File: src/design/soil_moisture_pump_controller_core_macros.svh
// Assertion macros shared by the pump controller RTL.
// Each macro samples on clk and is disabled while rst_n is low.
`ifndef SOIL_MOISTURE_PUMP_CONTROLLER_CORE_MACROS_SVH
`define SOIL_MOISTURE_PUMP_CONTROLLER_CORE_MACROS_SVH

// Check that an expression holds at every clock edge.
`define SMPC_ASSERT_ALWAYS(label, expr, msg) \
  label: assert property (@(posedge clk) disable iff (!rst_n) (expr)) else $error(msg);

// Check that a condition implies a consequence in the same cycle.
`define SMPC_ASSERT_IMP(label, ante, cons, msg) \
  label: assert property (@(posedge clk) disable iff (!rst_n) (ante) |-> (cons)) \
    else $error(msg);

// Check that a condition implies a consequence in the next cycle.
`define SMPC_ASSERT_NEXT(label, ante, cons, msg) \
  label: assert property (@(posedge clk) disable iff (!rst_n) (ante) |=> (cons)) \
    else $error(msg);

`endif

File: src/design/smpc_pkg.sv
// Package for the soil moisture pump controller: item types, codes, reset values.
// No dependencies.
`timescale 1ns / 1ps
`default_nettype none
package smpc_pkg;

  localparam int SAMPLE_W  = 10;
  localparam int CMD_W     = 8;
  localparam int TIMER_W   = 16;
  localparam int THRESH_W  = 10;
  localparam int AVG_W     = 10;
  localparam int SUM_W     = 17;
  localparam int CFG_IDX_W = 2;
  localparam int CFG_DATA_W = 16;

  localparam int SAMPLES_PER_AVERAGE_DEF = 100;

  localparam logic [THRESH_W-1:0] DRY_THRESHOLD_RST = 10'd500;
  localparam logic [TIMER_W-1:0]  REPORT_PERIOD_RST = 16'd5000;
  localparam logic [TIMER_W-1:0]  PUMP_RUN_RST      = 16'd3000;
  localparam logic [TIMER_W-1:0]  TIMER_MAX         = 16'hFFFF;
  localparam logic [CMD_W-1:0]    CMD_START         = 8'd1;

  typedef enum logic [1:0] {
    OP_SAMPLE  = 2'd0,
    OP_TICK    = 2'd1,
    OP_COMMAND = 2'd2
  } op_t;

  typedef enum logic [CFG_IDX_W-1:0] {
    REG_DRY_THRESHOLD = 2'd0,
    REG_REPORT_PERIOD = 2'd1,
    REG_PUMP_RUN      = 2'd2
  } cfg_reg_t;

  typedef struct packed {
    logic [1:0]          operation;
    logic [SAMPLE_W-1:0] sample;
    logic [CMD_W-1:0]    command;
  } in_item_t;

  typedef struct packed {
    logic                pump_active;
    logic                report_valid;
    logic [AVG_W-1:0]    report_value;
  } out_item_t;

endpackage
`default_nettype wire

File: src/design/soil_moisture_pump_controller_core.sv
// Soil moisture pump controller core; depends on smpc_pkg and the assertion macro header.
// Each item passes through the input register, then the result register; out_valid rises
// when the item moves into the result register, which can wait on a stalled output.
// Throughput: one item per cycle; either side may stall without a bubble.
// Reset (rst_n low, synchronous): pipeline empty, pump off, timers, sums and average at zero,
// configuration registers at 500 / 5000 / 3000.
`timescale 1ns / 1ps
`default_nettype none
`include "soil_moisture_pump_controller_core_macros.svh"
module soil_moisture_pump_controller_core #(
  parameter int SAMPLES_PER_AVERAGE = smpc_pkg::SAMPLES_PER_AVERAGE_DEF
) (
  input  wire logic                             clk,
  input  wire logic                             rst_n,
  // item input channel
  input  wire logic                             in_valid,
  output logic                                  in_ready,
  input  wire smpc_pkg::in_item_t               in_data,
  // result channel
  output logic                                  out_valid,
  input  wire logic                             out_ready,
  output smpc_pkg::out_item_t                   out_data,
  // configuration write channel
  input  wire logic                             cfg_valid,
  output logic                                  cfg_ready,
  input  wire logic [smpc_pkg::CFG_IDX_W-1:0]   cfg_index,
  input  wire logic [smpc_pkg::CFG_DATA_W-1:0]  cfg_data
);

  localparam int N      = SAMPLES_PER_AVERAGE;
  localparam int CNT_W  = $clog2(N + 1);
  // Floor division by N as a multiply by a rounded-up reciprocal: with
  // L = ceil(log2 N) and SHIFT = SUM_W + L the quotient is exact for every
  // SUM_W-bit dividend.
  localparam int DIV_L   = $clog2(N);
  localparam int SHIFT   = smpc_pkg::SUM_W + DIV_L;
  localparam int MUL_W   = smpc_pkg::SUM_W + 2;
  localparam int PROD_W  = smpc_pkg::SUM_W + MUL_W;
  localparam longint unsigned RECIP = ((64'd1 << SHIFT) + N - 1) / N;
  localparam logic [MUL_W-1:0] RECIP_C = MUL_W'(RECIP);

  // Pipeline registers.
  logic                 in_vld_r;
  smpc_pkg::in_item_t   in_r;
  logic                 out_vld_r;
  smpc_pkg::out_item_t  out_r;

  // Configuration registers.
  logic [smpc_pkg::THRESH_W-1:0] dry_threshold_r;
  logic [smpc_pkg::TIMER_W-1:0]  report_period_r;
  logic [smpc_pkg::TIMER_W-1:0]  pump_run_r;

  // Controller state. The completed block sum is held rather than the average;
  // the average is derived from it with one multiply when a report needs it.
  logic [smpc_pkg::SUM_W-1:0]    sample_sum_r, sample_sum_nxt;
  logic [CNT_W-1:0]              count_r, count_nxt;
  logic [smpc_pkg::SUM_W-1:0]    held_sum_r, held_sum_nxt;
  logic [smpc_pkg::TIMER_W-1:0]  report_timer_r, report_timer_nxt;
  logic [smpc_pkg::TIMER_W-1:0]  pump_timer_r, pump_timer_nxt;
  logic                          pump_on_r, pump_on_nxt;

  logic                          out_free;
  logic                          advance;
  logic [PROD_W-1:0]             avg_prod;
  logic [smpc_pkg::AVG_W-1:0]    held_avg;
  logic [smpc_pkg::SUM_W-1:0]    sum_add;
  logic [CNT_W:0]                cnt_inc;
  logic [smpc_pkg::TIMER_W-1:0]  pump_tick;
  logic [smpc_pkg::TIMER_W-1:0]  report_tick;
  smpc_pkg::out_item_t           result;

  // Handshake: the result register frees when empty or being taken; the input
  // register moves its item on whenever the result register frees.
  assign out_free  = !out_vld_r || out_ready;
  assign advance   = in_vld_r && out_free;
  assign in_ready  = !in_vld_r || out_free;
  assign out_valid = out_vld_r;
  assign out_data  = out_r;
  assign cfg_ready = 1'b1;

  // Average of the last completed block.
  assign avg_prod = PROD_W'(held_sum_r) * PROD_W'(RECIP_C);
  assign held_avg = avg_prod[SHIFT +: smpc_pkg::AVG_W];

  assign sum_add     = sample_sum_r + smpc_pkg::SUM_W'(in_r.sample);
  assign cnt_inc     = {1'b0, count_r} + (CNT_W + 1)'(1);
  assign pump_tick   = (pump_timer_r == smpc_pkg::TIMER_MAX) ? pump_timer_r
                       : pump_timer_r + smpc_pkg::TIMER_W'(1);
  assign report_tick = (report_timer_r == smpc_pkg::TIMER_MAX) ? report_timer_r
                       : report_timer_r + smpc_pkg::TIMER_W'(1);

  // Single-pass update for the item held in the input register.
  always_comb begin
    sample_sum_nxt   = sample_sum_r;
    count_nxt        = count_r;
    held_sum_nxt     = held_sum_r;
    report_timer_nxt = report_timer_r;
    pump_timer_nxt   = pump_timer_r;
    pump_on_nxt      = pump_on_r;
    result.report_valid = 1'b0;
    result.report_value = '0;
    case (in_r.operation)
      smpc_pkg::OP_SAMPLE: begin
        // Accumulate; on the last sample of a block latch the sum and restart.
        if (cnt_inc >= (CNT_W + 1)'(N)) begin
          held_sum_nxt   = sum_add;
          sample_sum_nxt = '0;
          count_nxt      = '0;
        end else begin
          sample_sum_nxt = sum_add;
          count_nxt      = cnt_inc[CNT_W-1:0];
        end
      end
      smpc_pkg::OP_TICK: begin
        // Pump stop first, then the report check, which may restart the pump.
        pump_timer_nxt = pump_tick;
        if (pump_on_r && (pump_tick >= pump_run_r)) begin
          pump_on_nxt = 1'b0;
        end
        report_timer_nxt = report_tick;
        if (report_tick >= report_period_r) begin
          // Subtract rather than clear so a lowered period catches up.
          report_timer_nxt    = report_tick - report_period_r;
          result.report_valid = 1'b1;
          result.report_value = held_avg;
          if (held_avg < dry_threshold_r) begin
            pump_on_nxt    = 1'b1;
            pump_timer_nxt = '0;
          end
        end
      end
      smpc_pkg::OP_COMMAND: begin
        if (in_r.command == smpc_pkg::CMD_START) begin
          pump_on_nxt    = 1'b1;
          pump_timer_nxt = '0;
        end
      end
      default: begin
        // Unused operation code: state holds, answer with the pump state.
      end
    endcase
    result.pump_active = pump_on_nxt;
  end

  always_ff @(posedge clk) begin
    if (!rst_n) begin
      in_vld_r        <= 1'b0;
      out_vld_r       <= 1'b0;
      dry_threshold_r <= smpc_pkg::DRY_THRESHOLD_RST;
      report_period_r <= smpc_pkg::REPORT_PERIOD_RST;
      pump_run_r      <= smpc_pkg::PUMP_RUN_RST;
      sample_sum_r    <= '0;
      count_r         <= '0;
      held_sum_r      <= '0;
      report_timer_r  <= '0;
      pump_timer_r    <= '0;
      pump_on_r       <= 1'b0;
    end else begin
      // Input register: load a new item, or drop the one just processed.
      if (in_valid && in_ready) begin
        in_vld_r <= 1'b1;
      end else if (advance) begin
        in_vld_r <= 1'b0;
      end
      // Result register: load on advance, drop once taken.
      if (advance) begin
        out_vld_r <= 1'b1;
      end else if (out_ready) begin
        out_vld_r <= 1'b0;
      end
      // State commits only when the item moves into the result register.
      if (advance) begin
        sample_sum_r   <= sample_sum_nxt;
        count_r        <= count_nxt;
        held_sum_r     <= held_sum_nxt;
        report_timer_r <= report_timer_nxt;
        pump_timer_r   <= pump_timer_nxt;
        pump_on_r      <= pump_on_nxt;
      end
      // Configuration writes; unknown indexes are ignored.
      if (cfg_valid) begin
        case (cfg_index)
          smpc_pkg::REG_DRY_THRESHOLD: dry_threshold_r <= cfg_data[smpc_pkg::THRESH_W-1:0];
          smpc_pkg::REG_REPORT_PERIOD: report_period_r <= cfg_data;
          smpc_pkg::REG_PUMP_RUN:      pump_run_r      <= cfg_data;
          default: begin
          end
        endcase
      end
    end
  end

  // Payload registers, no reset.
  always_ff @(posedge clk) begin
    if (in_valid && in_ready) begin
      in_r <= in_data;
    end
    if (advance) begin
      out_r <= result;
    end
  end

  `SMPC_ASSERT_IMP(a_dry_report_runs_pump, out_vld_r && out_r.report_valid && (out_r.report_value < dry_threshold_r), out_r.pump_active, "dry report left pump off")
  `SMPC_ASSERT_IMP(a_value_only_on_report, out_vld_r && !out_r.report_valid, out_r.report_value == '0, "report value without report")
  `SMPC_ASSERT_ALWAYS(a_count_in_block, count_r < CNT_W'(N), "sample count past block size")
  `SMPC_ASSERT_NEXT(a_stalled_item_held, in_vld_r && !out_free, in_vld_r && (in_r == $past(in_r)), "stalled input item lost")

endmodule
`default_nettype wire

File: config.mk
export PLATFORM = sky130hd
export DESIGN_NAME = soil_moisture_pump_controller_core
export DESIGN_NICKNAME = d
export VERILOG_FILES = /design/src/design/smpc_pkg.sv /design/src/design/soil_moisture_pump_controller_core.sv
export VERILOG_INCLUDE_DIRS = /design/src /design/src/design
export SDC_FILE = /design/constraint.sdc
export NUM_CORES = 1
export LEC_CHECK = 0
export ABC_CLOCK_PERIOD_IN_PS = 7800
export BUFFER_PORTS_ARGS = -buffer_cell sky130_fd_sc_hd__buf_2
export CAP_MARGIN = 30
export CORE_MARGIN = 2
export CORE_UTILIZATION = 30
export CTS_CLUSTER_DIAMETER = 200
export DETAILED_ROUTE_END_ITERATION = 7
export PLACE_DENSITY = 0.55
export SETUP_SLACK_MARGIN = 0.5
export SYNTH_ARGS = -nofsm -noshare
export SYNTH_HDL_FRONTEND = slang
export SYNTH_SLANG_ARGS = --single-unit
File: constraint.sdc
create_clock -name clk -period 7.8 [get_ports clk]
set_clock_uncertainty 0.05 [all_clocks]
set_input_delay 1.56 -clock clk [delete_from_list [all_inputs] [get_ports clk]]
set_output_delay 1.56 -clock clk [all_outputs]
set_load 0.005 [all_outputs]
# Word-level counts from Yosys, hierarchy flattened
# Cells that the tools add are included.
[totals]
ff_bits = 150
latchBits = 0
mem_bits_rw = 0
romBits = 0
in_bits = 43
out_inout_bits = 15
elab_cells = 74
mem_count = 0
[op_classes]
addsub = 5
multipliers = 1
n_div = 0
order_cmp = 4
n_eq_ne = 8
shifts = 0
n_mux = 19
bitwise = 0
reduce_logical = 20
[ops]
columns = ["cell", "n"]
rows = [
  ["2-to-1 mux 16 bit", 6],
  ["multiplier 17 x 18 -> 34 bit (second input constant)", 1],
  ["adder 16 x 1 -> 16 bit (second input constant)", 2],
  ["equality test 16 bit (second input constant)", 2],
  [">= comparator 16 bit", 2],
  ["one-hot mux 16 bit (2 select lines)", 1],
  ["adder 17 x 10 -> 17 bit", 1],
  ["2-to-1 mux 17 bit", 1],
  ["subtractor 16 bit", 1],
  ["AND reduction 2 bit", 6],
  ["2-to-1 mux 11 bit", 1],
  ["< comparator 10 bit", 1],
  ["adder 7 x 1 -> 8 bit (second input constant)", 1],
  ["equality test 8 x 1 -> 1 bit (second input constant)", 1],
  [">= comparator 8 x 7 -> 1 bit (second input constant)", 1],
  ["2-to-1 mux 1 bit", 8],
  ["2-to-1 mux 7 bit", 1],
  ["AND reduction 3 bit", 2],
  ["nonzero test 2 bit", 3],
  ["equality test 2 x 1 -> 1 bit (second input constant)", 2],
  ["equality test 2 bit (second input constant)", 2],
  ["logical NOT 2 bit", 2],
  ["logical AND 1 bit", 3],
  ["logical NOT 1 bit", 2],
  ["3 further kinds", 4],
]

# Longest topological paths before layout
[depth]
ltp_word = 8
mapped_depth = 30
ltp_nobuf = 29

# Worst setup path before layout
# OpenSTA, ideal clock, no wires.
[synth_timing]
kind = "reg2reg"
startpoint = "register held_sum_r[15] (netlist name)"
endpoint = "register pump_timer_r[10] (netlist name)"
setup_time_ns = 0.117
arrival_time_ns = 6.944
required_ns = 7.633
setup_slack_ns = 0.689
stages_incl_launch_ff = 27
n_path_buf = 1
synth_period_minus_slack_ns = 7.111
cell_sequence = "dfxtp_1 > fa_1 > fa_1 > fa_1 > fa_1 > fa_1 > inv_1 > fa_1 > inv_1 > ha_1 > a21o_1 > a21o_1 > a21o_1 > a211o_1 > a211o_1 > a21oi_1 > xnor2_1 > ha_1 > a21oi_1 > nor2b_1 > o21ai_0 > nand2b_1 > a221oi_1 > o211ai_1 > and2_1 > buf_2 > a22o_1"
[synth_between]
elab_chain_cells = 5
[synth_rtl]
columns = ["item", "line", "text"]
rows = [
  ["start: declaration", "soil_moisture_pump_controller_core.sv:57", "logic [smpc_pkg::SUM_W-1:0] held_sum_r, held_sum_nxt;"],
  ["start signal: assignment", "soil_moisture_pump_controller_core.sv:175", "held_sum_r <= held_sum_nxt;"],
  ["multiplier 17 x 18 -> 34 bit", "soil_moisture_pump_controller_core.sv:82", "assign avg_prod = PROD_W'(held_sum_r) * PROD_W'(RECIP_C);"],
  ["via avg_prod[27]", "soil_moisture_pump_controller_core.sv:64", "logic [PROD_W-1:0] avg_prod;"],
  ["< comparator 10 bit", "soil_moisture_pump_controller_core.sv:126", "if (held_avg < dry_threshold_r) begin"],
  ["2-to-1 mux 16 bit", "soil_moisture_pump_controller_core.sv:126", ""],
  ["2-to-1 mux 16 bit", "soil_moisture_pump_controller_core.sv:121", "if (report_tick >= report_period_r) begin"],
  ["one-hot mux 16 bit (2 select lines)", "soil_moisture_pump_controller_core.sv:102", "case (in_r.operation)"],
  ["end signal: assignment", "soil_moisture_pump_controller_core.sv:177", "pump_timer_r <= pump_timer_nxt;"],
  ["end: declaration", "soil_moisture_pump_controller_core.sv:59", "logic [smpc_pkg::TIMER_W-1:0] pump_timer_r, pump_timer_nxt;"],
]
# The timed path passes the listed nets, and every way through them passes these cells.
# A chain may end at the register's enable or synchronous reset.

# Final worst setup path
[layout_timing]
startpoint = "register held_sum_r[15] (netlist name)"
endpoint = "register pump_timer_r[0] (netlist name)"
# Same word-level chain as after synthesis.

==> reports/qor.log <==
[routing] DRT antenna net count 0
[yosys] number of storage elements in the synthesis netlist 150
[routing] vias per std cell 4.83
[grt] total routing resource utilization after global routing 14.6%
[grt] wire length of the first global-routing pass 55000 um
[final_layout] post-synthesis to final-layout area growth 14.8%
[final_layout] Finished Cell Area 0.0157 mm^2
[floorplanning] floorplan core area 0.0452 mm^2
[routing] first-pass iteration count of the detailed router 5
[sta] number of endpoints failing setup at the final stage 0
[worst_setup_path] delay of the slowest cell on the worst path 570 ps
[worst_setup_path] Top cell by count, worst path sky130_fd_sc_hd__fa_1
[worst_setup_path] FF-to-FF setup slack 710 ps
[yosys] most used flip-flop cell after synthesis sky130_fd_sc_hd__dfxtp_1
[sta] shortest period the worst path allows 7090 ps
[sta] final max-slew violation count 0
[final_layout] share of final-layout standard cells stronger than drive strength 1 12.0%
[placement] post-DP HPWL 26700 um
[yosys] share of async-settable or async-resettable flops after synthesis 0%
[yosys] Mapped Area 0.0137 mm^2
[final_layout] post-layout util 34.7%
[final_layout] net total in the final layout 1943
[grt] vias in the first global route 10700
[floorplanning] total die area 0.0472 mm^2
[floorplanning] overall die height 217 um
[worst_setup_path] buffer and inverter count on the worst path 6
[yosys] Net Count, Synth 1871
[routing] DRC Markers 0
[worst_setup_path] sort of element at the end of the critical path register
[yosys] Post-Syn Area per Cell 8.98 um^2
[floorplanning] # rows 78
[final_layout] most common library cell in the layout ignoring fill and taps sky130_fd_sc_hd__inv_1
[grt] largest net degree at the start of global routing 68
[yosys] number of distinct standard cells referenced by the synthesized netlist 71
[pwr] final total power 1.80 mW
[final_layout] most used cells in the layout excluding fill and tap cells sky130_fd_sc_hd__inv_1, sky130_fd_sc_hd__ha_1, sky130_fd_sc_hd__nand2_1
[outcome] result of the run complete, no violations
[sta] Tightest Pin Transition 801 ps
[clocking] clock tree from TritonCTS done
[sta] unrepaired setup endpoints after global routing yes
[pwr] total power density per cell area 115 mW/mm^2
[yosys] Seq/Total Area, Yosys 24.3%
[clocking] clock latency at the later pin of the worst-skew pair 440 ps
[routing] via count of the routed design 10700
[sta] sum of negative setup slack 0 ps
[placement] I/O Buffers 56
[worst_setup_path] Top Family by Delay on Critical Path adder cells
[clocking] TritonCTS buffer count 17
[yosys] synthesized netlist cell count 1521
[floorplanning] die width 217 um
[routing] drt first-iter violations 563
[sta] share of the clock period used by the worst path after layout 90.9%
[clocking] Clock H-tree levels 4
[floorplanning] Top Ports 58
[min_path] classification of the worst-slack hold path reg2reg
[pwr] reported leakage power 7.63 nW
[clocking] number of sinks handled by clock tree synthesis 150
[sta] tightest slew margin relative to the limit 46.6%
[grt] remaining global-route overflow 0
[placement] last weighted congestion value of the routability-driven placer 0.875
[clocking] Clock Pin Slew Worst Setup and Hold Paths 60 ps
[yosys] Yosys Warn Count 0
[worst_setup_path] WS Path Type reg2reg
[routing] mean routed wirelength per cell 15.2 um
[final_layout] number of antenna repair diodes 0
[final_layout] area taken by flip-flops and latches 0.00333 mm^2
[final_layout] fill cell total of the finished layout 4672
[clocking] library cell used as clock root buffer sky130_fd_sc_hd__clkbuf_16
[worst_setup_path] arrival time at the worst endpoint 7360 ps
[worst_setup_path] slowest stage cell, crit path sky130_fd_sc_hd__fa_1
[worst_setup_path] Worst Setup Start Kind register
[worst_setup_path] data required time of the worst path 8070 ps
[grt] initial antenna violation count 0
[worst_setup_path] CP Max Fanout 7
[yosys] number of enable-type register cells in the synthesized netlist 32
[floorplanning] Starting Density 30.2%
[sta] upper clock frequency limit 0.141 GHz
[sta] count of final hold-check violations 0
[final_layout] multi-input gate area in the final layout 0.00943 mm^2
[routing] final WL 33600 um
[pwr] largest vdd supply drop 0.000150 V
[clocking] Clock Tree Buf Depth 2
[run] max-cap check violation count 0
[placement] placed standard-cell area 0.0147 mm^2
[per-stage QoR]
stage	worst slack, ps	std cells	hold slack, ps
floorplan	689	1521	386
global placement	399	2156	394
detailed placement	356	2158	397
CTS	512	2196	407
global route	350	2206	420
finish	706	2206	406
[cells in the mapped netlist, types with 28 or more instances]
cell type / number / area [um^2]
sky130_fd_sc_hd__nor2_1: 57 / 214
sky130_fd_sc_hd__nand2_1: 150 / 563
sky130_fd_sc_hd__fa_1: 111 / 2220
sky130_fd_sc_hd__nand3_1: 44 / 220
sky130_fd_sc_hd__ha_1: 196 / 2450
sky130_fd_sc_hd__a21o_1: 32 / 240
sky130_fd_sc_hd__clkbuf_1: 34 / 128
sky130_fd_sc_hd__dfxtp_1: 118 / 2360
sky130_fd_sc_hd__edfxtp_1: 32 / 961
sky130_fd_sc_hd__inv_1: 257 / 965
sky130_fd_sc_hd__o211ai_1: 28 / 210
sky130_fd_sc_hd__o21ai_0: 41 / 205
sky130_fd_sc_hd__a21oi_1: 109 / 546
sky130_fd_sc_hd__xnor2_1: 37 / 324
[sequential cells by signal (all words and copies together) (netlist names)]
name             count
report_period_r     16
pump_run_r          16
in_r                20
count_r              7
held_sum_r          17
sample_sum_r        17
out_valid            1
pump_timer_r        16
in_vld_r             1
pump_on_r            1
out_data            12
dry_threshold_r     10
report_timer_r      16
[worst min-delay path, cell delays in order (launching register included)]
cell	delay (ps)
sky130_fd_sc_hd__dfxtp_1	310
sky130_fd_sc_hd__nand2_1	50
sky130_fd_sc_hd__a21oi_1	50
[routing by layer]
layer / wire length, um / GRT usage [%] / up-vias
met2: 15900 / 24.7 / 175
met3: 1280 / 1.98 / 39
met5: 0 / 0 / -
met1: 15800 / 19.7 / 5143
met4: 565 / 3.68 / 0
li1: - / - / 5304
[logic make-up after synthesis]
group / after synthesis / share of synthesized area [%]
and+or+nand+nor: 380 / 13.5
xor gates and xnor gates: 62 / 3.98
DFF: 150 / 24.3
other: 1 / 0.0275
adders and majority gates: 307 / 34.2
buffers and inverters: 303 / 8.46
muxes: 18 / 1.35
AOI/OAI and AO/OA: 300 / 14.2
[area by class of cell]
type / count / area share [%]
inverter: 258 / 6.18
timing repair buffer: 98 / 3.97
clock inverter: 11 / 0.718
clock buffer: 21 / 2.94
tap: 600 / 4.79
multi-input combinational: 1068 / 60.1
sequential: 150 / 21.3
[path summary, 6_finish.rpt]
| check | cells past startpoint | start | to |
|---|---|---|---|
| max | 28 | held_sum_r[15] | pump_timer_r[0] |
| min | 2 | pump_run_r[12] | pump_run_r[12] |
| max reg2reg | 28 | held_sum_r[15] | pump_timer_r[0] |
| min reg2reg | 2 | pump_run_r[12] | pump_run_r[12] |
[report_power, final]
group / internal, mW / switching, mW / total, mW
clock network: 0.462 / 0.351 / 0.814
logic: 0.0630 / 0.102 / 0.165
registers: 0.814 / 0.0106 / 0.825
[timing repair]
item	in CTS	in global routing
cloned	0	1
pin swaps	0	42
buffers inserted	6	8
hold buffers	0	0
resized for setup	8	56
setup endpoints to repair	18	18
Note: power is estimated with default switching activity, not from simulation.
